<file path="src/sv/ets_pkg.sv">
`timescale 1ns / 1ps

package ets_pkg;

	localparam int VOCAB_ROWS_DEF = 1024;
	localparam int EMBED_DIM_DEF  = 64;

	localparam int REQ_W  = 2;
	localparam int TOK_W  = 10;
	localparam int DIM_W  = 6;
	localparam int VAL_W  = 16;
	localparam int GRAD_W = 24;
	localparam int LR_W   = 16;
	localparam int ALU_W  = 42;

	localparam int S_DATA_W = 48;
	localparam int M_DATA_W = 16;
	localparam int M_USER_W = 2;

	localparam logic [LR_W-1:0]   LR_RESET = 16'd655;
	localparam logic [GRAD_W-1:0] GRAD_MAX = 24'h7F_FFFF;
	localparam logic [GRAD_W-1:0] GRAD_MIN = 24'h80_0000;
	localparam logic [VAL_W-1:0]  W_MAX    = 16'h7FFF;
	localparam logic [VAL_W-1:0]  W_MIN    = 16'h8000;

	typedef enum logic [REQ_W-1:0] {
		REQ_LOOKUP = 2'd0,
		REQ_ACC    = 2'd1,
		REQ_APPLY  = 2'd2,
		REQ_WRITE  = 2'd3
	} req_e_t;

	typedef enum logic [1:0] {
		ALU_MUL = 2'd0,
		ALU_ADD = 2'd1,
		ALU_ACC = 2'd2,
		ALU_UPD = 2'd3
	} alu_op_t;

	typedef enum logic [3:0] {
		S_CLEAR,
		S_IDLE,
		S_AMUL,
		S_AADD,
		S_READ,
		S_EXEC,
		S_UPD,
		S_WB,
		S_OUT
	} state_t;

	typedef struct packed {
		logic                    en;
		alu_op_t                 op;
		logic signed [ALU_W-1:0] a;
		logic signed [ALU_W-1:0] b;
	} alu_cmd_t;

	typedef struct packed {
		logic rd_en;
		logic w_we;
		logic g_we;
	} st_cmd_t;

endpackage

</file>
<file path="src/sv/ets_alu.sv">
`timescale 1ns / 1ps

// Shared arithmetic unit: one multiplier, add, accumulate and update paths with saturation; result registered.
module ets_alu (
	input  logic                            clk,
	input  ets_pkg::alu_cmd_t               cmd,
	output logic signed [ets_pkg::ALU_W-1:0] res,
	output logic                            sat
);

	logic signed [42:0]              prod;
	logic signed [24:0]              acc;
	logic signed [25:0]              step;
	logic signed [26:0]              upd;
	logic signed [ets_pkg::ALU_W-1:0] res_d;
	logic                            sat_d;
	logic signed [ets_pkg::ALU_W-1:0] res_q;
	logic                            sat_q;

	always_comb begin
		prod  = $signed(cmd.a[17:0]) * $signed(cmd.b[24:0]);
		acc   = $signed({cmd.a[23], cmd.a[23:0]}) + $signed({{9{cmd.b[15]}}, cmd.b[15:0]});
		// floor of product / 2^16
		step  = $signed(cmd.b[41:16]);
		upd   = $signed({{11{cmd.a[15]}}, cmd.a[15:0]}) - $signed({step[25], step});
		res_d = '0;
		sat_d = 1'b0;
		unique case (cmd.op)
			ets_pkg::ALU_MUL: begin
				res_d = prod[ets_pkg::ALU_W-1:0];
			end
			ets_pkg::ALU_ADD: begin
				res_d = cmd.a + cmd.b;
			end
			ets_pkg::ALU_ACC: begin
				if (acc[24] != acc[23]) begin
					sat_d = 1'b1;
					res_d = acc[24] ? ets_pkg::ALU_W'($signed(ets_pkg::GRAD_MIN))
						: ets_pkg::ALU_W'($signed(ets_pkg::GRAD_MAX));
				end else begin
					res_d = ets_pkg::ALU_W'($signed(acc[23:0]));
				end
			end
			ets_pkg::ALU_UPD: begin
				if (upd[26:15] != {12{upd[15]}}) begin
					sat_d = 1'b1;
					res_d = upd[26] ? ets_pkg::ALU_W'($signed(ets_pkg::W_MIN))
						: ets_pkg::ALU_W'($signed(ets_pkg::W_MAX));
				end else begin
					res_d = ets_pkg::ALU_W'($signed(upd[15:0]));
				end
			end
			default: begin
				res_d = '0;
			end
		endcase
	end

	always_ff @(posedge clk) begin
		if (cmd.en) begin
			res_q <= res_d;
			sat_q <= sat_d;
		end
	end

	assign res = res_q;
	assign sat = sat_q;

endmodule

</file>
<file path="config.mk">
export PLATFORM = sky130hd
export DESIGN_NAME = ets_alu
export DESIGN_NICKNAME = d
export VERILOG_FILES = /design/src/sv/ets_pkg.sv /design/src/sv/ets_alu.sv
export SDC_FILE = /design/constraint.sdc
export NUM_CORES = 2
export LEC_CHECK = 0
export BUFFER_PORTS_ARGS = -buffer_cell sky130_fd_sc_hd__buf_4
export CAP_MARGIN = 20
export CORE_MARGIN = 2
export CORE_UTILIZATION = 25
export DETAILED_ROUTE_END_ITERATION = 7
export PLACE_DENSITY_LB_ADDON = 0.2
export SETUP_SLACK_MARGIN = 0.5
export SYNTH_ARGS = -nofsm -noshare
export SYNTH_HDL_FRONTEND = slang
export SYNTH_SLANG_ARGS = --single-unit
</file>
<file path="constraint.sdc">
create_clock -name clk -period 17.4 [get_ports clk]
set_input_delay 0.87 -clock clk [delete_from_list [all_inputs] [get_ports clk]]
set_output_delay 0.87 -clock clk [all_outputs]
set_load 0.05 [all_outputs]
</file>
; ---- Yosys cells after proc, flatten, opt, wreduce, memory -nomap -nowiden
; Index checks and enable logic that the tools add are counted.
[classes]
add_sub_neg = 3
mul = 1
n_div = 0
order_cmp = 0
eq_ne = 5
n_shift = 0
mux = 8
bitwise = 0
reduce_logical = 1
[ops]
columns = op, n
row1 = $mux 42, 4
row2 = $pmux 42 s4, 1
row3 = $add 42x42->42, 1
row4 = $mul 18x25->42, 1
row5 = $sub 16x26->27, 1
row6 = $add 24x16->25, 1
row7 = $ne 11x11->1, 1
row8 = $eq 2x2->1 const B, 2
row9 = $eq 2x1->1 const B, 1
row10 = $logic_not 2->1, 1
row11 = $mux 1, 2
row12 = $pmux 1 s2, 1
row13 = $ne 1x1->1, 1
[word_totals]
register_bits = 43
latchBits = 0
ramBits = 0
rom_bits = 0
out_inout_bits = 43
n_memories = 0

; ---- Depth between registers and ports, before layout
[depth]
depth_word = 4
depth_mapped = 26
ltp_nobuf = 25

; ---- Worst setup path before layout
; No wires, ideal clock.
[synth_path]
path_type = input to register
startpoint = input cmd[17] in the netlist's numbering
endpoint = register res_q, in the netlist res[41], data pin
setup_ps = 180
arrival_ps = 7088
required_time_ps = 17220
setup_slack_ps = 10132
stages = 23
cell_sequence = clkbuf_1 > clkbuf_1 > nand2_1 > fa_1 > fa_1 > fa_1 > inv_1 > fa_1 > fa_1 > inv_1 > fa_1 > inv_1 > ha_1 > a21o_1 > a221oi_1 > nor2b_1 > a311oi_1 > o31ai_1 > a41oi_1 > a221o_1 > o21ai_0 > xnor2_1 > a221oi_1
[synth_via]
elab_chain_cells = 4
elab_cells_between_ends = 7
[synth_lines]
columns = element, line
row1 = "start, declared", ets_alu.sv:6  ; input ets_pkg::alu_cmd_t cmd,
row2 = "parallel branches: the longest is 3 deep, another holds $mul 18x25->42", n/a
row3 = $pmux 42 s4 (*), ets_alu.sv:28  ; unique case (cmd.op)
row4 = "named net res_d, one bit", ets_alu.sv:15  ; logic signed [ets_pkg::ALU_W-1:0] res_d;
row5 = "end signal, assigned", ets_alu.sv:61  ; res_q <= res_d;
row6 = "end, declared", ets_alu.sv:17  ; logic signed [ets_pkg::ALU_W-1:0] res_q;
; Mark *: on every way through the listed nets, which the timed path passes.
; A chain may end at the register's enable or synchronous reset.

; ---- Worst setup path in the final report
[layout_path]
startpoint = input cmd[50] in the netlist's numbering
endpoint = register res_q, in the netlist res[41], data pin
[layout_via]
elab_chain_cells = 4
elab_cells_between_ends = 11
[layout_lines]
columns = element, line
row1 = "parallel branches: the longest is 3 deep, another holds $mul 18x25->42", n/a
row2 = $pmux 42 s4 (*), ets_alu.sv:28
row3 = "named net res_d, one bit", ets_alu.sv:15
; Marked as above.

==> impl_metrics.py <==
metrics = {
    "yosys": {
        "ys_seq_area_share_pct": 5.83,
        "ys_dominant_reg_cell": "edfxtp_1",
        "yosysUniqueCellTypes": 80,
        "ys_warn_count": 0,
        "syn_nets": 3269,
        "syn_area_sq_um": 22200,
        "ys_ff_latch": 43,
        "syn_inst": 2551,
        "synth-edff-count": 43,
        "avgSynthCellArea_sq_um": 8.69,
        "synthArstFlopShare_pct": 0,
    },
    "cells_and_area": {
        "final_layout_size_suffix_gt1_share_pct": 6.12,
        "regArea_sq_um": 1290,
        "fin_nets": 3317,
        "layout_common_cells": "inv_1 (583), fa_1 (437), nand2_1 (322), ha_1 (193), and2_1 (153)",
        "multi_input_area_sq_um": 18300,
        "fill_cells": 9698,
        "final_common_cell": "inv_1",
        "syn_to_final_growth_pct": 10.1,
    },
    "global_route": {
        "grt_use_total_pct": 17.0,
        "grt_start_max_net_pins": 44,
        "grt_pass1_vias": 19100,
        "antenna_found_initial": 0,
        "grt_first_pass_wirelength_mm": 117,
        "globalRouteOverflowTotal": 0,
    },
    "sta": {
        "slew_viol_final": 0,
        "rsz0062_at_grt": "false",
        "timing.final.crit_share_pct": 46.6,
        "post-route-min-period_ns": 8.11,
        "hold_ws_ns": 1.12,
        "worst_pin_slew_ns": 1.16,
        "finalSetupTns_ns": 0,
        "setup_viol": 0,
        "max_freq_mhz": 123,
        "hold_violations": 0,
        "max-slew-margin-rel_pct": 22.9,
    },
    "drt": {
        "finalWirelength_mm": 75.3,
        "ant_nets": 0,
        "vias_per_cell": 4.62,
        "vias": 17400,
        "drc": 0,
        "drt_iter0_markers": 958,
        "drt-wirelength-per-cell_um": 20.0,
        "drt_pass1_iterations": 5,
    },
    "die": {
        "die_y_um": 302,
        "core_sq_um": 88100,
        "ioPinCount": 131,
        "die_w_um": 302,
        "start_util_pct": 25.2,
        "die_area_sq_um": 91000,
        "rows": 109,
    },
    "cts": {
        "clockBufferDepth": 2,
        "ctsRootBufferMaster": "clkbuf_16",
        "cts_buffers": 5,
        "cts_tree": "done",
        "ctsHtreeMaxLevel": 2,
        "clock-sinks": 43,
        "ctsResizeCount": 0,
        "hold_buffers": 0,
        "cts.clk_slew.worst_paths_ns": 0.07,
        "cts_setup_buffers": 0,
    },
    "critical_path": {
        "cp.required_ns": 17.51,
        "startpoint_type": "primary input",
        "endpoint_kind": "register",
        "path_max_fanout": 27,
        "worstPathArrival_ns": 8.22,
        "critPathKind": "in2reg",
    },
    "placement": {
        "place_congestion": 0.849,
        "place.port_buffers": 130,
        "hpwl_mm": 61.2,
    },
    "worst_hold_path": {
        "hp-class": "in2reg",
        "min_path_cells": 1,
    },
    "run_status": {
        "outcome": "finished clean",
    },
    "job": {
        "drv_cap": 0,
    },
}
-- kinds of logic (layout without fill, tap and decap cells) --
logic type	count (synthesis)	in the layout	share of synthesized area (%)
adders and majority gates	630	630	50.4
muxes	9	9	0.531
AOI/OAI and AO/OA	417	417	12.8
DFF	43	43	5.83
xor gates and xnor gates	105	105	4.15
and+or+nand+nor	671	671	14.7
buffers and inverters	676	725	11.6
other	0	1	0
-- Yosys cell counts (19+ instances only) --
cell        n  area [sq um]
nor2b_1    31           194
edfxtp_1   43          1290
nand2_1   322          1210
nor2_1     50           188
o21bai_1   24           180
clkbuf_1   85           319
and2_1    153           957
a211oi_1   19           143
nand3_1    29           145
a21oi_1   107           536
xor2_1     32           280
fa_1      437          8750
xnor2_1    73           639
inv_1     583          2190
ha_1      193          2410
a21o_1     63           473
o21ai_0    64           320
-- area by class of cell --
type / instances / share of cell area, %
flip-flops and latches: 43 / 5.29
clock inverters: 3 / 0.0974
multi-input cells: 1832 / 75.1
inverters: 585 / 9.00
clock buffers: 5 / 0.513
well taps: 1165 / 5.97
diodes: 1 / 0.0103
repair buffers: 132 / 4.06
-- sequential cells by signal, summed over array words and instances (netlist names) --
register,flops
sat,1
res,42
-- layer usage --
metal / GRT usage, % / vias to the layer above / wire length, um
met1: 23.3 / 8868 / 34400
met3: 1.62 / 49 / 3090
met2: 29.6 / 376 / 36900
met5: 0 / - / 0
met4: 2.26 / 0 / 1010
li1: - / 8095 / -
-- worst max-delay path, stage by stage --
cell and delay (ns):
buf_4 0.33, ha_1 0.31, inv_1 0.09, fa_1 0.48, inv_1 0.05, fa_1 0.48
inv_1 0.05, fa_1 0.49, inv_1 0.05, fa_1 0.48, fa_1 0.49, inv_1 0.05
fa_1 0.47, inv_1 0.04, ha_1 0.35, and4_1 0.26, nand4_1 0.10, a211oi_1 0.21
a311oi_1 0.08, buf_4 0.17, o31ai_1 0.77, a41oi_1 0.42, a221o_1 0.43, o21ai_0 0.22
xnor2_1 0.11, a221oi_1 0.33
-- worst paths after layout --
check	startpoint	endpoint	slack, ns
worst max-delay path	cmd[50]	res[41]	9.29
worst min-delay path	cmd[86]	res[27]	1.12
-- through the flow --
step	utilization [%]	std cells	setup WS [ns]	cell area, sq um
finish	27.7	3766	9.29	24400
global route	27.7	3765	8.86	24400
CTS	27.7	3765	9.35	24400
detailed placement	27.5	3757	9.09	24200
global placement	27.5	3757	9.17	24200
floorplan	-	2551	10.13	22200
Power is not shown: default switching activity piles up to over one toggle a cycle in this logic, so the estimate is an artifact.
