==> src/sv/ets_pkg.sv <==
`timescale 1ns / 1ps

package ets_pkg;

	localparam int VOCAB_ROWS_DEF = 1024;
	localparam int EMBED_DIM_DEF  = 64;

	localparam int REQ_W  = 2;
	localparam int TOK_W  = 10;
	localparam int DIM_W  = 6;
	localparam int VAL_W  = 16;
	localparam int GRAD_W = 24;
	localparam int LR_W   = 16;
	localparam int ALU_W  = 42;

	localparam int S_DATA_W = 48;
	localparam int M_DATA_W = 16;
	localparam int M_USER_W = 2;

	localparam logic [LR_W-1:0]   LR_RESET = 16'd655;
	localparam logic [GRAD_W-1:0] GRAD_MAX = 24'h7F_FFFF;
	localparam logic [GRAD_W-1:0] GRAD_MIN = 24'h80_0000;
	localparam logic [VAL_W-1:0]  W_MAX    = 16'h7FFF;
	localparam logic [VAL_W-1:0]  W_MIN    = 16'h8000;

	typedef enum logic [REQ_W-1:0] {
		REQ_LOOKUP = 2'd0,
		REQ_ACC    = 2'd1,
		REQ_APPLY  = 2'd2,
		REQ_WRITE  = 2'd3
	} req_e_t;

	typedef enum logic [1:0] {
		ALU_MUL = 2'd0,
		ALU_ADD = 2'd1,
		ALU_ACC = 2'd2,
		ALU_UPD = 2'd3
	} alu_op_t;

	typedef enum logic [3:0] {
		S_CLEAR,
		S_IDLE,
		S_AMUL,
		S_AADD,
		S_READ,
		S_EXEC,
		S_UPD,
		S_WB,
		S_OUT
	} state_t;

	typedef struct packed {
		logic                    en;
		alu_op_t                 op;
		logic signed [ALU_W-1:0] a;
		logic signed [ALU_W-1:0] b;
	} alu_cmd_t;

	typedef struct packed {
		logic rd_en;
		logic w_we;
		logic g_we;
	} st_cmd_t;

endpackage

==> src/sv/ets_ctrl.sv <==
`timescale 1ns / 1ps

// Request sequencer: clearing pass, address build, read, ALU steps, write-back.
module ets_ctrl #(
	parameter int VOCAB_ROWS = ets_pkg::VOCAB_ROWS_DEF,
	parameter int EMBED_DIM  = ets_pkg::EMBED_DIM_DEF,
	parameter int ADDR_W     = $clog2(VOCAB_ROWS * EMBED_DIM)
) (
	input  logic                              clk,
	input  logic                              arst_n,
	input  logic                              in_valid,
	output logic                              in_ready,
	input  logic [ets_pkg::REQ_W-1:0]         req_type,
	input  logic [ets_pkg::TOK_W-1:0]         token_index,
	input  logic [ets_pkg::DIM_W-1:0]         dim_index,
	input  logic [ets_pkg::VAL_W-1:0]         grad_value,
	input  logic [ets_pkg::VAL_W-1:0]         weight_value,
	input  logic [ets_pkg::LR_W-1:0]          learning_rate,
	input  logic                              out_free,
	output logic                              out_load,
	output logic [ets_pkg::VAL_W-1:0]         read_value,
	output logic                              saturated,
	output logic                              done_res,
	output ets_pkg::alu_cmd_t                 alu_cmd,
	input  logic signed [ets_pkg::ALU_W-1:0]  alu_res,
	input  logic                              alu_sat,
	output ets_pkg::st_cmd_t                  st_cmd,
	output logic [ADDR_W-1:0]                 st_addr,
	output logic [ets_pkg::VAL_W-1:0]         st_w_wdata,
	output logic [ets_pkg::GRAD_W-1:0]        st_g_wdata,
	input  logic signed [ets_pkg::VAL_W-1:0]  w_rd,
	input  logic signed [ets_pkg::GRAD_W-1:0] g_rd
);

	localparam int          TABLE_SIZE = VOCAB_ROWS * EMBED_DIM;
	localparam logic [ADDR_W-1:0] LAST = ADDR_W'(TABLE_SIZE - 1);

	ets_pkg::state_t            state_q, state_d;
	ets_pkg::req_e_t            req_q;
	logic [ets_pkg::TOK_W-1:0]  tok_q;
	logic [ets_pkg::DIM_W-1:0]  dim_q;
	logic [ets_pkg::VAL_W-1:0]  grad_q;
	logic [ets_pkg::VAL_W-1:0]  wval_q;
	logic [ADDR_W-1:0]          addr_q;
	logic [ADDR_W-1:0]          sweep_q;
	logic [ADDR_W-1:0]          clr_q;
	logic [ets_pkg::VAL_W-1:0]  res_read_q;
	logic                       res_sat_q;
	logic                       res_done_q;
	logic [ADDR_W-1:0]          addr_now;
	logic                       in_range;
	logic                       accept;
	logic                       is_apply;

	assign in_range = (32'(token_index) < 32'(VOCAB_ROWS)) && (32'(dim_index) < 32'(EMBED_DIM));
	assign accept   = (state_q == ets_pkg::S_IDLE) && in_valid;
	assign is_apply = (req_q == ets_pkg::REQ_APPLY);
	assign addr_now = is_apply ? sweep_q : alu_res[ADDR_W-1:0];

	always_comb begin
		state_d    = state_q;
		in_ready   = 1'b0;
		out_load   = 1'b0;
		alu_cmd    = '0;
		st_cmd     = '0;
		st_addr    = addr_q;
		st_w_wdata = wval_q;
		st_g_wdata = '0;
		unique case (state_q)
			ets_pkg::S_CLEAR: begin
				st_cmd.g_we = 1'b1;
				st_addr     = clr_q;
				if (clr_q == LAST) begin
					state_d = ets_pkg::S_IDLE;
				end
			end
			ets_pkg::S_IDLE: begin
				in_ready = 1'b1;
				if (in_valid) begin
					if (ets_pkg::req_e_t'(req_type) == ets_pkg::REQ_APPLY) begin
						state_d = ets_pkg::S_READ;
					end else if (in_range) begin
						state_d = ets_pkg::S_AMUL;
					end else begin
						state_d = ets_pkg::S_OUT;
					end
				end
			end
			ets_pkg::S_AMUL: begin
				alu_cmd.en = 1'b1;
				alu_cmd.op = ets_pkg::ALU_MUL;
				alu_cmd.a  = ets_pkg::ALU_W'(tok_q);
				alu_cmd.b  = ets_pkg::ALU_W'(EMBED_DIM);
				state_d    = ets_pkg::S_AADD;
			end
			ets_pkg::S_AADD: begin
				alu_cmd.en = 1'b1;
				alu_cmd.op = ets_pkg::ALU_ADD;
				alu_cmd.a  = alu_res;
				alu_cmd.b  = ets_pkg::ALU_W'(dim_q);
				state_d    = ets_pkg::S_READ;
			end
			ets_pkg::S_READ: begin
				st_cmd.rd_en = 1'b1;
				st_addr      = addr_now;
				state_d      = ets_pkg::S_EXEC;
			end
			ets_pkg::S_EXEC: begin
				unique case (req_q)
					ets_pkg::REQ_LOOKUP: begin
						state_d = ets_pkg::S_OUT;
					end
					ets_pkg::REQ_WRITE: begin
						st_cmd.w_we = 1'b1;
						state_d     = ets_pkg::S_OUT;
					end
					ets_pkg::REQ_ACC: begin
						alu_cmd.en = 1'b1;
						alu_cmd.op = ets_pkg::ALU_ACC;
						alu_cmd.a  = ets_pkg::ALU_W'(g_rd);
						alu_cmd.b  = ets_pkg::ALU_W'($signed(grad_q));
						state_d    = ets_pkg::S_WB;
					end
					ets_pkg::REQ_APPLY: begin
						alu_cmd.en = 1'b1;
						alu_cmd.op = ets_pkg::ALU_MUL;
						alu_cmd.a  = ets_pkg::ALU_W'(learning_rate);
						alu_cmd.b  = ets_pkg::ALU_W'(g_rd);
						state_d    = ets_pkg::S_UPD;
					end
					default: begin
						state_d = ets_pkg::S_OUT;
					end
				endcase
			end
			ets_pkg::S_UPD: begin
				alu_cmd.en = 1'b1;
				alu_cmd.op = ets_pkg::ALU_UPD;
				alu_cmd.a  = ets_pkg::ALU_W'(w_rd);
				alu_cmd.b  = alu_res;
				state_d    = ets_pkg::S_WB;
			end
			ets_pkg::S_WB: begin
				st_cmd.g_we = 1'b1;
				if (is_apply) begin
					// new weight, gradient cleared
					st_cmd.w_we = 1'b1;
					st_w_wdata  = alu_res[ets_pkg::VAL_W-1:0];
				end else begin
					st_g_wdata = alu_res[ets_pkg::GRAD_W-1:0];
				end
				state_d = ets_pkg::S_OUT;
			end
			ets_pkg::S_OUT: begin
				if (out_free) begin
					out_load = 1'b1;
					state_d  = ets_pkg::S_IDLE;
				end
			end
			default: begin
				state_d = ets_pkg::S_IDLE;
			end
		endcase
	end

	always_ff @(posedge clk or negedge arst_n) begin
		if (!arst_n) begin
			state_q <= ets_pkg::S_CLEAR;
			clr_q   <= '0;
			sweep_q <= '0;
		end else begin
			state_q <= state_d;
			if (state_q == ets_pkg::S_CLEAR) begin
				clr_q <= clr_q + 1'b1;
			end
			if (state_q == ets_pkg::S_WB && is_apply) begin
				sweep_q <= (addr_q == LAST) ? '0 : addr_q + 1'b1;
			end
		end
	end

	always_ff @(posedge clk) begin
		if (accept) begin
			req_q      <= ets_pkg::req_e_t'(req_type);
			tok_q      <= token_index;
			dim_q      <= dim_index;
			grad_q     <= grad_value;
			wval_q     <= weight_value;
			res_read_q <= '0;
			res_sat_q  <= 1'b0;
			res_done_q <= 1'b0;
		end
		if (state_q == ets_pkg::S_READ) begin
			addr_q <= addr_now;
		end
		if (state_q == ets_pkg::S_EXEC) begin
			if (req_q == ets_pkg::REQ_LOOKUP) begin
				res_read_q <= w_rd;
				res_done_q <= 1'b1;
			end
			if (req_q == ets_pkg::REQ_WRITE) begin
				res_done_q <= 1'b1;
			end
		end
		if (state_q == ets_pkg::S_WB) begin
			res_sat_q  <= alu_sat;
			res_done_q <= is_apply ? (addr_q == LAST) : 1'b1;
		end
	end

	assign read_value = res_read_q;
	assign saturated  = res_sat_q;
	assign done_res   = res_done_q;

endmodule

==> config.mk <==
export PLATFORM = sky130hd
export DESIGN_NAME = ets_ctrl
export DESIGN_NICKNAME = d
export VERILOG_FILES = /design/src/sv/ets_pkg.sv /design/src/sv/ets_ctrl.sv
export SDC_FILE = /design/constraint.sdc
export NUM_CORES = 1
export LEC_CHECK = 0
export ABC_AREA = 1
export BUFFER_PORTS_ARGS = -buffer_cell sky130_fd_sc_hd__buf_2
export CORE_ASPECT_RATIO = 0.6
export CORE_MARGIN = 2
export CORE_UTILIZATION = 30
export DETAILED_ROUTE_END_ITERATION = 12
export SYNTH_ARGS = -nofsm -noshare
export SYNTH_HDL_FRONTEND = slang
export SYNTH_SLANG_ARGS = --single-unit
==> constraint.sdc <==
create_clock -name clk -period 3 [get_ports clk]
set_clock_uncertainty 0.1 [all_clocks]
set_input_delay 0.6 -clock clk [delete_from_list [all_inputs] [get_ports clk]]
set_output_delay 0.6 -clock clk [all_outputs]
set_load 0.005 [all_outputs]
# After elaboration in Yosys (flattened, before gate mapping)
# Index checks and enable logic that the tools add are counted.
dict set report classes {
  addsub 2
  n_eq_ne 17
  muxes 34
  n_reduce_logical 8
}
# cell count
set ops {}
lappend ops {{$pmux 87 s4} 1}
lappend ops {{$pmux 87 s2} 1}
lappend ops {{$mux 16} 7}
lappend ops {{$mux 24} 2}
lappend ops {{$pmux 4 s9} 1}
lappend ops {{$add 16x1->16 const B} 2}
lappend ops {{$eq 16x16->1 const B} 2}
lappend ops {{$pmux 16 s2} 1}
lappend ops {{$eq 4x3->1 const B} 4}
lappend ops {{$mux 1} 15}
lappend ops {{$mux 4} 3}
lappend ops {{$pmux 4 s3} 1}
lappend ops {{$eq 4x2->1 const B} 2}
lappend ops {{$eq 2x2->1 const B} 3}
lappend ops {{$ne 2x2->1 const B} 3}
lappend ops {{$eq 4x1->1 const B} 1}
lappend ops {{$eq 4x4->1 const B} 1}
lappend ops {{$logic_not 4->1} 1}
lappend ops {{$reduce_or 2->1} 2}
lappend ops {{$mux 3} 1}
lappend ops {{$reduce_and 3->1} 1}
lappend ops {{$eq 2x1->1 const B} 1}
lappend ops {{$logic_and 1x1->1} 2}
lappend ops {{$logic_not 2->1} 1}
lappend ops {{other kinds (2)} 2}
dict set report totals {
  ff_bits 120
  out_inout_bits 166
  elab_cells 73
}

# Longest topological paths before layout
# Gate-level depths: netlist of the first run.
dict set report logic_depth {
  ltp_word 7
  depth_mapped 10
  mapped_depth_nobuf 9
}

# Least setup slack after synthesis of the first run
# OpenSTA, ideal clock, no wires.
dict set report synth_path {
  path_kind {register -> register}
  from {register state_q[3]}
  to {register dim_q[0] in the netlist's numbering (enable)}
  arrival_time_ns 2.116
  slack_ns 0.380
  stages_incl_launch_ff 7
  n_path_buf 1
  synth_period_minus_slack_ns 2.620
  path_cell_list {dfrtp_1 -> nor2_2 -> nand2_1 -> inv_1 -> nand2_2 -> buf_2 -> inv_1}
}
dict set report synth_between {
  elab_chain_len 2
}
# item line_no
set synth_lines {}
lappend synth_lines {{from (decl)} ets_ctrl.sv:38} ;# ets_pkg::state_t state_q, state_d;
lappend synth_lines {{from (signal assigned)} ets_ctrl.sv:168} ;# state_q <= ets_pkg::S_CLEAR;
lappend synth_lines {{from (signal assigned)} ets_ctrl.sv:172} ;# state_q <= state_d;
lappend synth_lines {{$eq 4x1->1} ets_ctrl.sv:56} ;# assign accept = (state_q == ets_pkg::S_IDLE) && in_valid;
lappend synth_lines {{$logic_and 1x1->1} ets_ctrl.sv:56}
lappend synth_lines {{net accept} ets_ctrl.sv:52} ;# logic accept;
lappend synth_lines {{to (signal assigned)} ets_ctrl.sv:186} ;# dim_q <= dim_index;
lappend synth_lines {{to (decl)} ets_ctrl.sv:41} ;# logic [ets_pkg::DIM_W-1:0] dim_q;
# The timed path passes the listed nets, and every way through them passes these cells.
# A chain may end at the register's enable or synchronous reset.

==> results.tsv, run 1 <==
stage	metric	value	unit
sta	max-slew violations	0	
critical_path	slowest stage delay, CP	0.43	ns
logic_synthesis	dominant cell type by area after synthesis	edfxtp_1	
routing	routed vias	8082	
cts	CTS tree	yes	
critical_path	Critical Path Source Type	register	
sta	final hold vios	0	
place	IO Port Bufs	318	
cells_and_area	layout cells sized above 1	0.3176	
logic_synthesis	Yosys warning count	0	
critical_path	CP most frequent cell	buf_4	
routing	Via density	5.020	
floorplan	Die Area	0.02493	sq mm
logic_synthesis	net count of the mapped netlist	1117	
critical_path	crit path DAT	2.21	ns
logic_synthesis	Seq/Total Area, Yosys	0.4586	
logic_synthesis	Main synth FF type	edfxtp_1	
critical_path	Crit Path Max Fanout	18	
cts	CTS sink cnt	120	
cts	cts hold-fix bufs	0	
cts	Clock Tree Root	clkbuf_16	
cts	Worst-path clk slew	0.06	ns
critical_path	Setup crit end kind	primary output	
routing	DR iter-0 viols	864	
cts	worst-case clock buffer depth	2	
logic_synthesis	top cells by area, synth	edfxtp_1, nand2_1, dfrtp_1	
cells_and_area	FF+latch area	0.003254	sq mm
power	pwr/cell area	689.5	mW/mm^2
critical_path	highest-delay cell along the critical path	edfxtp_1	
sta	Slew headroom	0.3829	
routing	Final ANT Viol Nets	0	
grt	total gr overflow	0	
grt	vias in the first global route	7140	
critical_path	delay-heaviest family, CP	buffers and inverters	
cts	H-tree lvl count	4	
logic_synthesis	top cell type's share of synthesized area	0.2836	
routing	Initial DRT Pass Iterations	5	
sta	Worst Tran Pin Value	0.9257	ns
critical_path	crit-path cells	inv_1 -> ha_1 -> buf_4 -> buf_4 -> nand3_1 -> o211ai_1 -> buf_2	
job	max_cap viols	0	
cts	clk_lat worst skew	0.43	ns
logic_synthesis	Post-synth EDFFs	67	
logic_synthesis	ys async rst share	0.3000	
cells_and_area	footprint of the multi-input gates	0.003269	sq mm
routing	total routed wirelength	31860	microns
sta	final setup violating endpoints	0	
min_path	HP Class	in -> async	
place	HPWL Detailed	24740	microns
critical_path	worst r2r src	req_q[0]	
floorplan	Core ar.	0.02313	sq mm
power	leakage	5.154	nW
floorplan	Core Rows	43	
floorplan	Initial Util	0.3067	
cells_and_area	fillers	2501	
critical_path	CP Class	reg -> out	
cells_and_area	Layout Nets	1441	
grt	initial antenna violation count	2	
cells_and_area	most frequent cells in the layout	nand2_1, buf_2, nand3_1, inv_1, edfxtp_1	
floorplan	Top Ports	319	
critical_path	crit path from	req_q[0]	
cells_and_area	commonest non-fill, non-tap cell in the layout	nand2_1	
logic_synthesis	number of synthesized register bits	120	
place	placer congestion estimate	0.8972	
power	maximum VDD drop	0.4078	mV
routing	DR DRC count	0	
logic_synthesis	Syn Area/Cell	7.413	sq um
sta	setup tns final	0	ns
floorplan	Die Span Y	123.1	microns
critical_path	CP bufs+invs	4	
grt	first-pass GRT wire length	44620	microns
grt	largest net degree at the start of global routing	51	
outcome	status	finished, final reports clean	
logic_synthesis	number of distinct library cells after synthesis	35	
logic_synthesis	Mapped Area	0.007094	sq mm
critical_path	Crit path required time	2.30	ns
power	Total Power	6.729	mW
sta	minimum clock period	2.907	ns
sta	FMAX	0.3440	GHz
logic_synthesis	Mapped Cells	957	
cts	cts bufs inserted	17	
floorplan	Die X	202.5	microns
routing	Routed wire per std cell	19.79	microns
grt	GRT Util Overall	0.2441	
sta	ratio of final minimum period to clock period	0.9690	
cells_and_area	Area Overhead vs Synth	37.57	%
## registers in the layout, summed over array words and instances, names as in the netlist, 2 cells and up
name,count
wval_q,16
read_value,16
grad_q,16
tok_q,10
addr_q,16
clr_q,16
dim_q,6
req_q,2
state_q,4
sweep_q,16
## final cells by class
| cell class | instances | area share |
|---|---|---|
| inverter | 101 | 0.03974 |
| clock buffer | 17 | 0.04359 |
| antenna | 1 | 0.0002564 |
| multi-input combinational | 692 | 0.3350 |
| tap | 315 | 0.04038 |
| clock inverter | 15 | 0.01333 |
| sequential | 120 | 0.3335 |
| timing repair buffer | 349 | 0.1942 |
## layer usage
metal / track usage / wire, microns / part of all wire
met3: 0.06089 / 2939 / 0.092
met4: 0.05794 / 370 / 0.012
met5: 0 / 0 / 0
met1: 0.3823 / 15750 / 0.49
met2: 0.3279 / 12810 / 0.40
## synth_stat cells (all sizes together), types with 2 or more instances
library cell  count
a21oi             7
buf              26
clkbuf           18
dfrtp            36
dfxtp            17
edfxtp           67
ha                7
inv             100
nand2           366
nand3           102
nand4            18
nor2             65
o2111ai           4
o211ai           21
o21ai            69
o221ai           12
o22ai             2
xor2             13
## path summary, 6_finish.rpt
kind	endpoint	slack (ns)	cells past startpoint
min	clr_q[12]	0.21	1
max in group asynchronous	state_q[3]	1.95	1
min reg2reg	read_value[1]	0.36	2
min in group clk	dim_q[1]	0.25	1
max reg2reg	sweep_q[13]	0.76	8
max	alu_cmd[7]	0.09	7
## worst register-to-register path: cells and delay by family (launching register included)
family | cells | cell delay (ns)
fa+ha+maj | 1 | 0.17
simple gates | 4 | 0.74
buf+inv | 3 | 0.75
flops | 1 | 0.43
## where the power goes
group | leakage [nW] | internal [mW] | switching [mW]
Sequential | 1.24 | 2.16 | 0.222
Clock | 0.249 | 1.14 | 0.857
Combinational | 3.66 | 0.848 | 1.51
## logic make-up (layout without fill, tap and decap cells)
kind of cell | Yosys count | after routing | synth area share
and+or+nand+nor | 554 | 554 | 0.3282
adders and majority gates | 7 | 7 | 0.01235
xor gates and xnor gates | 14 | 14 | 0.01728
DFF | 120 | 120 | 0.4586
AOI/OAI and AO/OA | 117 | 117 | 0.1000
buffers and inverters | 145 | 482 | 0.08360
other | 0 | 1 | 0
## what timing repair did
action | 4_1_cts | 5_1_grt
cloned | 0 | 1
pin swaps | 1 | 1
setup buffers | 3 | 3
endpoints found under the setup margin | 6 | 55
gates resized for setup | 1 | 10
## metrics by stage
stage	cell area (sq um)	worst slack, ns	hold slack [ns]	util	instances
2_1_floorplan	7094	0.3797	0.2044	-	957
3_3_place_gp	9096	0.4569	0.3519	0.3932	1570
3_5_place_dp	9096	0.4079	0.3572	0.3932	1570
4_1_cts	9677	0.04256	0.2306	0.4183	1605
5_1_grt	9757	-0.009707	0.2318	0.4217	1609
6_report	9759	0.09313	0.2143	0.4219	1610
(Power assumes the default switching activity.)
==> run 2: changes to the inputs <==
ABC_AREA = not set   (was 1)
CORE_ASPECT_RATIO = 1.5   (was 0.6)
==> run 2 against run 1 <==
Net effect:
- cell count shrank 19%
- flip-flop and latch count did not move
- first-iteration DRC count is 36% lower
- count of clock-buffer cells in the layout increased by 4
- die area down 5.6%
- via count shrank 17%
- critical path type unchanged
- utilization rose by 1.4 points
- critical path depth is 2 higher
- synthesized area decreased by 5.7%
==> results.tsv, run 2 <==
stage	metric	value	unit	change
power	leakage	4.723	nW	was 5.154 nW
routing	Initial DRT Pass Iterations	5		unchanged
critical_path	CP bufs+invs	4		unchanged
power	Total Power	6.837	mW	was 6.729 mW
routing	max layer used	met4		unchanged
routing	WL met3	1573	microns	was 2939 microns
place	placer congestion estimate	0.9413		was 0.8972
sta	max-slew violations	0		unchanged
sta	final setup violating endpoints	0		unchanged
logic_synthesis	top cell type's share of synthesized area	0.3008		was 0.2836
grt	vias in the first global route	6438		was 7140
floorplan	Die X	125.9	microns	was 202.5 microns
critical_path	Critical Path Source Type	register		unchanged
grt	first-pass GRT wire length	37320	microns	was 44620 microns
cells_and_area	Area Overhead vs Synth	42.07	%	was 37.57%
sta	Worst Tran Pin Value	0.8663	ns	was 0.9257 ns
logic_synthesis	Mapped Cells	686		was 957
cts	clk_lat worst skew	0.41	ns	was 0.43 ns
critical_path	highest-delay cell along the critical path	edfxtp_1		unchanged
routing	total routed wirelength	24920	microns	was 31860 microns
logic_synthesis	Post-synth EDFFs	67		unchanged
cts	CTS tree	yes		unchanged
sta	ratio of final minimum period to clock period	0.9730		was 0.9690
outcome	status	finished, final reports clean		unchanged
critical_path	CP most frequent cell	buf_12		was buf_4
critical_path	crit-path cells	inv_2 -> ha_4 -> nor2b_4 -> nor4b_4 -> buf_12 -> buf_12 -> a222oi_1 -> nand2_1 -> buf_2		was inv_1 -> ha_1 -> buf_4 -> buf_4 -> nand3_1 -> o211ai_1 -> buf_2
logic_synthesis	cell with the most instances after synthesis	nand2_1		unchanged
routing	Final ANT Viol Nets	0		unchanged
cts	Clock Tree Root	clkbuf_16		unchanged
cells_and_area	Layout Nets	1170		was 1441
job	max_cap viols	0		unchanged
cts	worst-case clock buffer depth	2		unchanged
place	DP Area	0.008721	sq mm	was 0.009096 sq mm
logic_synthesis	ys async rst share	0.3000		unchanged
critical_path	crit path DAT	2.22	ns	was 2.21 ns
cells_and_area	post-route cell area	0.009503	sq mm	was 0.009759 sq mm
critical_path	Crit path required time	2.30	ns	about the same
cells_and_area	layout cells sized above 1	0.4360		was 0.3176
critical_path	delay-heaviest family, CP	buffers and inverters		unchanged
floorplan	Core Rows	66		was 43
cts	cts hold-fix bufs	0		unchanged
cts	CTS sink cnt	120		unchanged
logic_synthesis	dominant cell type by area after synthesis	edfxtp_1		unchanged
logic_synthesis	top cells by area, synth	edfxtp_1, dfrtp_1, nand2_1		was edfxtp_1, nand2_1, dfrtp_1
cells_and_area	fillers	2207		was 2501
cts	cts bufs inserted	17		unchanged
logic_synthesis	Seq/Total Area, Yosys	0.4863		was 0.4586
routing	met2 routed WL	13010	microns	was 12810 microns
floorplan	Die Area	0.02353	sq mm	was 0.02493 sq mm
logic_synthesis	Syn Area/Cell	9.751	sq um	was 7.413 sq um
sta	minimum clock period	2.919	ns	was 2.907 ns
critical_path	Setup crit end kind	primary output		unchanged
routing	DR DRC count	0		unchanged
logic_synthesis	net count of the mapped netlist	846		was 1117
cells_and_area	most frequent cells in the layout	buf_2, nand2_1, edfxtp_1, dfrtp_1, mux2_2		was nand2_1, buf_2, nand3_1, inv_1, edfxtp_1
sta	FMAX	0.3426	GHz	was 0.3440 GHz
place	HPWL Detailed	18880	microns	was 24740 microns
logic_synthesis	Post-synth top cells	nand2_1, edfxtp_1, dfrtp_1, mux2_2, clkbuf_1		was nand2_1, nand3_1, inv_1, edfxtp_1, o21ai_0
sta	unrepaired setup endpoints after global routing	true		
power	maximum VDD drop	0.4039	mV	was 0.4078 mV
power	pwr/cell area	719.4	mW/mm^2	was 689.5 mW/mm^2
routing	DR iter-0 viols	555		was 864
logic_synthesis	number of synthesized register bits	120		unchanged
grt	initial antenna violation count	2		unchanged
routing	routed vias	6670		was 8082
grt	GRT Util Overall	0.2016		was 0.2441
logic_synthesis	number of distinct library cells after synthesis	58		was 35
sta	Final Hold Slack	0.1998	ns	was 0.2143 ns
critical_path	Crit Path Max Fanout	15		was 18
cells_and_area	commonest non-fill, non-tap cell in the layout	buf_2		was nand2_1
min_path	HP Class	in -> async		unchanged
floorplan	Initial Util	0.3068		was 0.3067
floorplan	Top Ports	319		unchanged
logic_synthesis	Mapped Area	0.006689	sq mm	was 0.007094 sq mm
sta	setup tns final	0	ns	unchanged
logic_synthesis	Yosys warning count	0		unchanged
cts	H-tree lvl count	4		unchanged
logic_synthesis	Main synth FF type	edfxtp_1		unchanged
floorplan	Core ar.	0.02180	sq mm	was 0.02313 sq mm
critical_path	CP Class	reg -> out		unchanged
critical_path	slowest stage delay, CP	0.40	ns	was 0.43 ns
routing	Routed wire per std cell	19.21	microns	was 19.79 microns
sta	Slew headroom	0.4225		was 0.3829
sta	final hold vios	0		unchanged
place	IO Port Bufs	318		unchanged
routing	M1 WL	9908	microns	was 15750 microns
routing	Via density	5.143		was 5.020
floorplan	Die Span Y	186.9	microns	was 123.1 microns
grt	total gr overflow	0		unchanged
cts	Worst-path clk slew	0.06	ns	about the same
grt	largest net degree at the start of global routing	50		was 51
[run 2: worst paths after layout]
path,from,to,depth (start not counted),slack (ns)
max in group asynchronous,arst_n,state_q[3],1,1.98
max,req_q[0],alu_cmd[53],9,0.08
min in group clk,weight_value[8],wval_q[8],1,0.27
max reg2reg,state_q[3],read_value[13],8,0.67
min reg2reg,done_res,done_res,2,0.35
min,arst_n,sweep_q[10],1,0.20
[run 2: repair_timing]
item	in CTS	in global routing
pin swaps	0	5
gates resized for setup	11	15
gates cloned	0	1
endpoints found under the setup margin	53	109
buffers inserted	0	4
[run 2: worst reg2reg max path, stage by stage (launching register included)]
cell and delay (ns):
dfrtp_2 0.52, buf_4 0.21, nor4b_1 0.28, buf_4 0.17
nand2_1 0.15, clkinvlp_4 0.29, nor2_1 0.08, buf_4 0.21
a22o_1 0.20
[run 2: cells by family (layout without fill, tap and decap cells)]
logic type / after synthesis / after routing / synth area share
AO/OA/AOI/OAI: 138 / 138 / 0.1553
XOR/XNOR: 27 / 27 / 0.03535
adder cells (fa/ha/maj): 7 / 7 / 0.01309
buffers and inverters: 60 / 397 / 0.03816
flip-flops: 120 / 120 / 0.4863
multiplexers: 34 / 34 / 0.05705
other: 0 / 2 / 0
AND/OR/NAND/NOR: 300 / 300 / 0.2147
[run 2: cell type report]
type	count	area (sq um)	share of cell area
Inverter	13	52.55	0.005530
Clock inverter	11	123.9	0.01303
Sequential cell	120	3254	0.3425
Clock buffer	21	460.4	0.04845
Antenna cell	2	5.005	0.0005267
Tap cell	272	340.3	0.03581
Timing Repair Buffer	352	1962	0.2065
Multi-Input combinational cell	506	3304	0.3477
[run 2: metrics by stage]
stage               instances  utilization  setup slack (ns)
CTS                      1290       0.4291         0.0008926
global placement         1258       0.4000            0.2290
finish                   1297       0.4359           0.08104
floorplan                 686            -            0.1735
detailed placement       1258       0.4000            0.1796
global route             1297       0.4359          -0.06537
[run 2: metal layers]
layer | vias to the layer above | global-route usage
met4 | 0 | 0.06678
met2 | 273 | 0.3519
met1 | 3212 | 0.2520
met3 | 27 | 0.03289
li1 | 3158 | -
met5 | - | 0
[run 2: power by group]
group	leakage (nW)	switching (mW)	internal [mW]
Clock	0.268	0.737	1.27
Sequential	1.24	0.247	2.18
Combinational	3.21	1.34	1.07
==> run 3: changes to the inputs <==
ABC_AREA = 1   (was not set)
==> run 3 against run 2 <==
Net effect:
- worst hold slack about the same
- utilization down 1.5 points
- via count up 19%
- cell count up 24%
- power down 2.2%
- die area up 5.9%
- combinational power down 3%
- wire length up 26%
- global-route usage up 4.4 points
- clock power about the same
- largest cell class is now registers
==> results.tsv, run 3 (synthesized netlist as in run 1, its figures left out) <==
stage	metric	value	unit	change
critical_path	slowest stage delay, CP	0.41	ns	was 0.40 ns
routing	routed vias	7948		was 6670
sta	max-slew violations	0		unchanged
critical_path	Setup crit end kind	primary output		unchanged
power	sw power	2.531	mW	was 2.323 mW
min_path	HP Class	in -> async		unchanged
sta	setup tns final	0	ns	unchanged
grt	largest net degree at the start of global routing	51		was 50
cells_and_area	post-route cell area	0.009749	sq mm	was 0.009503 sq mm
routing	Via density	4.937		was 5.143
cts	cts hold-fix bufs	0		unchanged
grt	first-pass GRT wire length	44710	microns	was 37320 microns
sta	ratio of final minimum period to clock period	0.9633		was 0.9730
sta	minimum clock period	2.890	ns	was 2.919 ns
floorplan	Core ar.	0.02314	sq mm	was 0.02180 sq mm
cells_and_area	FF+latch area	0.003254	sq mm	unchanged
floorplan	Die Area	0.02492	sq mm	was 0.02353 sq mm
power	leakage	5.181	nW	was 4.723 nW
cts	clk_lat worst skew	0.43	ns	was 0.41 ns
place	HPWL Detailed	24700	microns	was 18880 microns
cts	H-tree lvl count	4		unchanged
floorplan	Top Ports	319		unchanged
cts	cts bufs inserted	17		unchanged
place	DP Area	0.009104	sq mm	was 0.008721 sq mm
power	Gate power share	0.348		was 0.352
power	switch share	0.3785		was 0.3398
grt	total gr overflow	0		unchanged
cells_and_area	Area Overhead vs Synth	37.43	%	was 42.07%
sta	Worst Tran Pin Value	0.9050	ns	was 0.8663 ns
grt	GRT Util Overall	0.2460		was 0.2016
critical_path	highest-delay cell along the critical path	edfxtp_1		unchanged
sta	FMAX	0.3460	GHz	was 0.3426 GHz
cts	Worst-path clk slew	0.06	ns	about the same
cells_and_area	fillers	2425		was 2207
critical_path	Critical Path Source Type	register		unchanged
cells_and_area	layout cells sized above 1	0.3168		was 0.4360
grt	initial antenna violation count	1		was 2
cells_and_area	most frequent cells in the layout	nand2_1, buf_2, nand3_1, inv_1, edfxtp_1		was buf_2, nand2_1, edfxtp_1, dfrtp_1, mux2_2
cts	CTS tree	yes		unchanged
critical_path	Crit Path Max Fanout	33		was 15
cts	Clock Tree Root	clkbuf_16		unchanged
floorplan	Initial Util	0.3066		was 0.3068
critical_path	crit path DAT	2.19	ns	was 2.22 ns
grt	vias in the first global route	7588		was 6438
sta	final setup violating endpoints	0		unchanged
power	maximum VDD drop	0.3821	mV	was 0.4039 mV
place	IO Port Bufs	318		unchanged
routing	DR iter-0 viols	533		was 555
power	Clk network pwr share	0.295		was 0.293
power	pwr/cell area	685.9	mW/mm^2	was 719.4 mW/mm^2
routing	Routed wire per std cell	19.51	microns	was 19.21 microns
critical_path	crit-path cells	inv_1 -> ha_1 -> buf_12 -> nand2_1 -> o21ai_0 -> nand2_1 -> o211ai_1 -> buf_2		was inv_2 -> ha_4 -> nor2b_4 -> nor4b_4 -> buf_12 -> buf_12 -> a222oi_1 -> nand2_1 -> buf_2
sta	unrepaired setup endpoints after global routing	false		was true
outcome	status	finished, final reports clean		unchanged
place	placer congestion estimate	0.9723		was 0.9413
cts	worst-case clock buffer depth	2		unchanged
critical_path	Crit path required time	2.30	ns	about the same
cts	CTS sink cnt	120		unchanged
cells_and_area	Layout Nets	1441		was 1170
floorplan	Die X	129.6	microns	was 125.9 microns
job	max_cap viols	0		unchanged
sta	final hold vios	0		unchanged
routing	total routed wirelength	31420	microns	was 24920 microns
critical_path	CP Class	reg -> out		unchanged
critical_path	CP most frequent cell	nand2_1		was buf_12
power	Int Pwr	4.156	mW	was 4.514 mW
routing	DR DRC count	0		unchanged
cells_and_area	footprint of the multi-input gates	0.003251	sq mm	was 0.003304 sq mm
floorplan	Die Span Y	192.3	microns	was 186.9 microns
routing	Initial DRT Pass Iterations	7		was 5
cells_and_area	commonest non-fill, non-tap cell in the layout	nand2_1		was buf_2
floorplan	Core Rows	68		was 66
sta	Slew headroom	0.3967		was 0.4225
power	Reg power frac	0.357		was 0.355
routing	Final ANT Viol Nets	0		unchanged
-- run 3: final timing paths --
kind	start	depth (start not counted)	slack (ns)	end
hold / removal	arst_n	1	0.20	sweep_q[12]
max in group asynchronous	arst_n	1	1.96	state_q[3]
hold reg to reg	read_value[11]	2	0.36	read_value[11]
setup / recovery	req_q[0]	8	0.11	st_addr[4]
min in group clk	grad_value[5]	1	0.24	grad_q[5]
setup reg to reg	req_q[0]	8	0.84	sweep_q[3]
-- run 3: area by class of cell --
cell class / instances / share of cell area
flip-flops and latches: 120 / 0.3338
multi-input cells: 692 / 0.3334
repair buffers: 349 / 0.1944
clock buffers: 21 / 0.04941
well taps: 315 / 0.04043
inverters: 101 / 0.03940
clock inverters: 11 / 0.008855
diodes: 1 / 0.0002567
-- run 3: metal layers --
metal	global-route usage	wire length, microns	vias up	share of wire
met2	0.4581	16950	356	0.54
met4	0.1158	1277	0	0.041
met3	0.04269	1804	67	0.057
met1	0.2654	11390	3733	0.36
met5	0	0	-	0
li1	-	-	3792	-
-- run 3: power groups by stage --
stage / clock, mW / combinational, mW / sequential [mW]
after floorplan: 0 / 1.23 / 2.36
after global placement: 0 / 2.30 / 2.40
after detailed placement: 0 / 2.31 / 2.41
after CTS: 2.01 / 2.33 / 2.38
after global routing: 2.08 / 2.56 / 2.42
final: 1.98 / 2.33 / 2.39
-- run 3: what timing repair did --
item | in CTS | in global routing
setup buffers | 2 | 3
cloned | 0 | 1
setup endpoints to repair | 62 | 50
endpoints found under the hold margin | 0 | 0
pin swaps | 2 | 1
resized for setup | 1 | 5
-- run 3: worst max-delay path: cells and delay by family, from the launching register on --
family | cells | cell delay, ns
and+or+nand+nor | 2 | 0.15
DFF | 1 | 0.41
adders and majority gates | 1 | 0.36
buffers and inverters | 3 | 0.54
AOI/OAI and AO/OA | 2 | 0.30
-- run 3: per-stage QoR --
| stage | total power [mW] | cells | setup WS, ns | utilization | hold slack [ns] |
|---|---|---|---|---|---|
| 2_1_floorplan | 3.594 | 957 | 0.3797 | - | 0.2044 |
| 4_1_cts | 6.715 | 1605 | 0.01980 | 0.4187 | 0.2210 |
| 6_report | 6.687 | 1610 | 0.1100 | 0.4213 | 0.2002 |
| 3_5_place_dp | 4.723 | 1571 | 0.3257 | 0.3934 | 0.3584 |
| 3_3_place_gp | 4.704 | 1571 | 0.3834 | 0.3934 | 0.3546 |
| 5_1_grt | 7.058 | 1610 | 0.009676 | 0.4213 | 0.2282 |
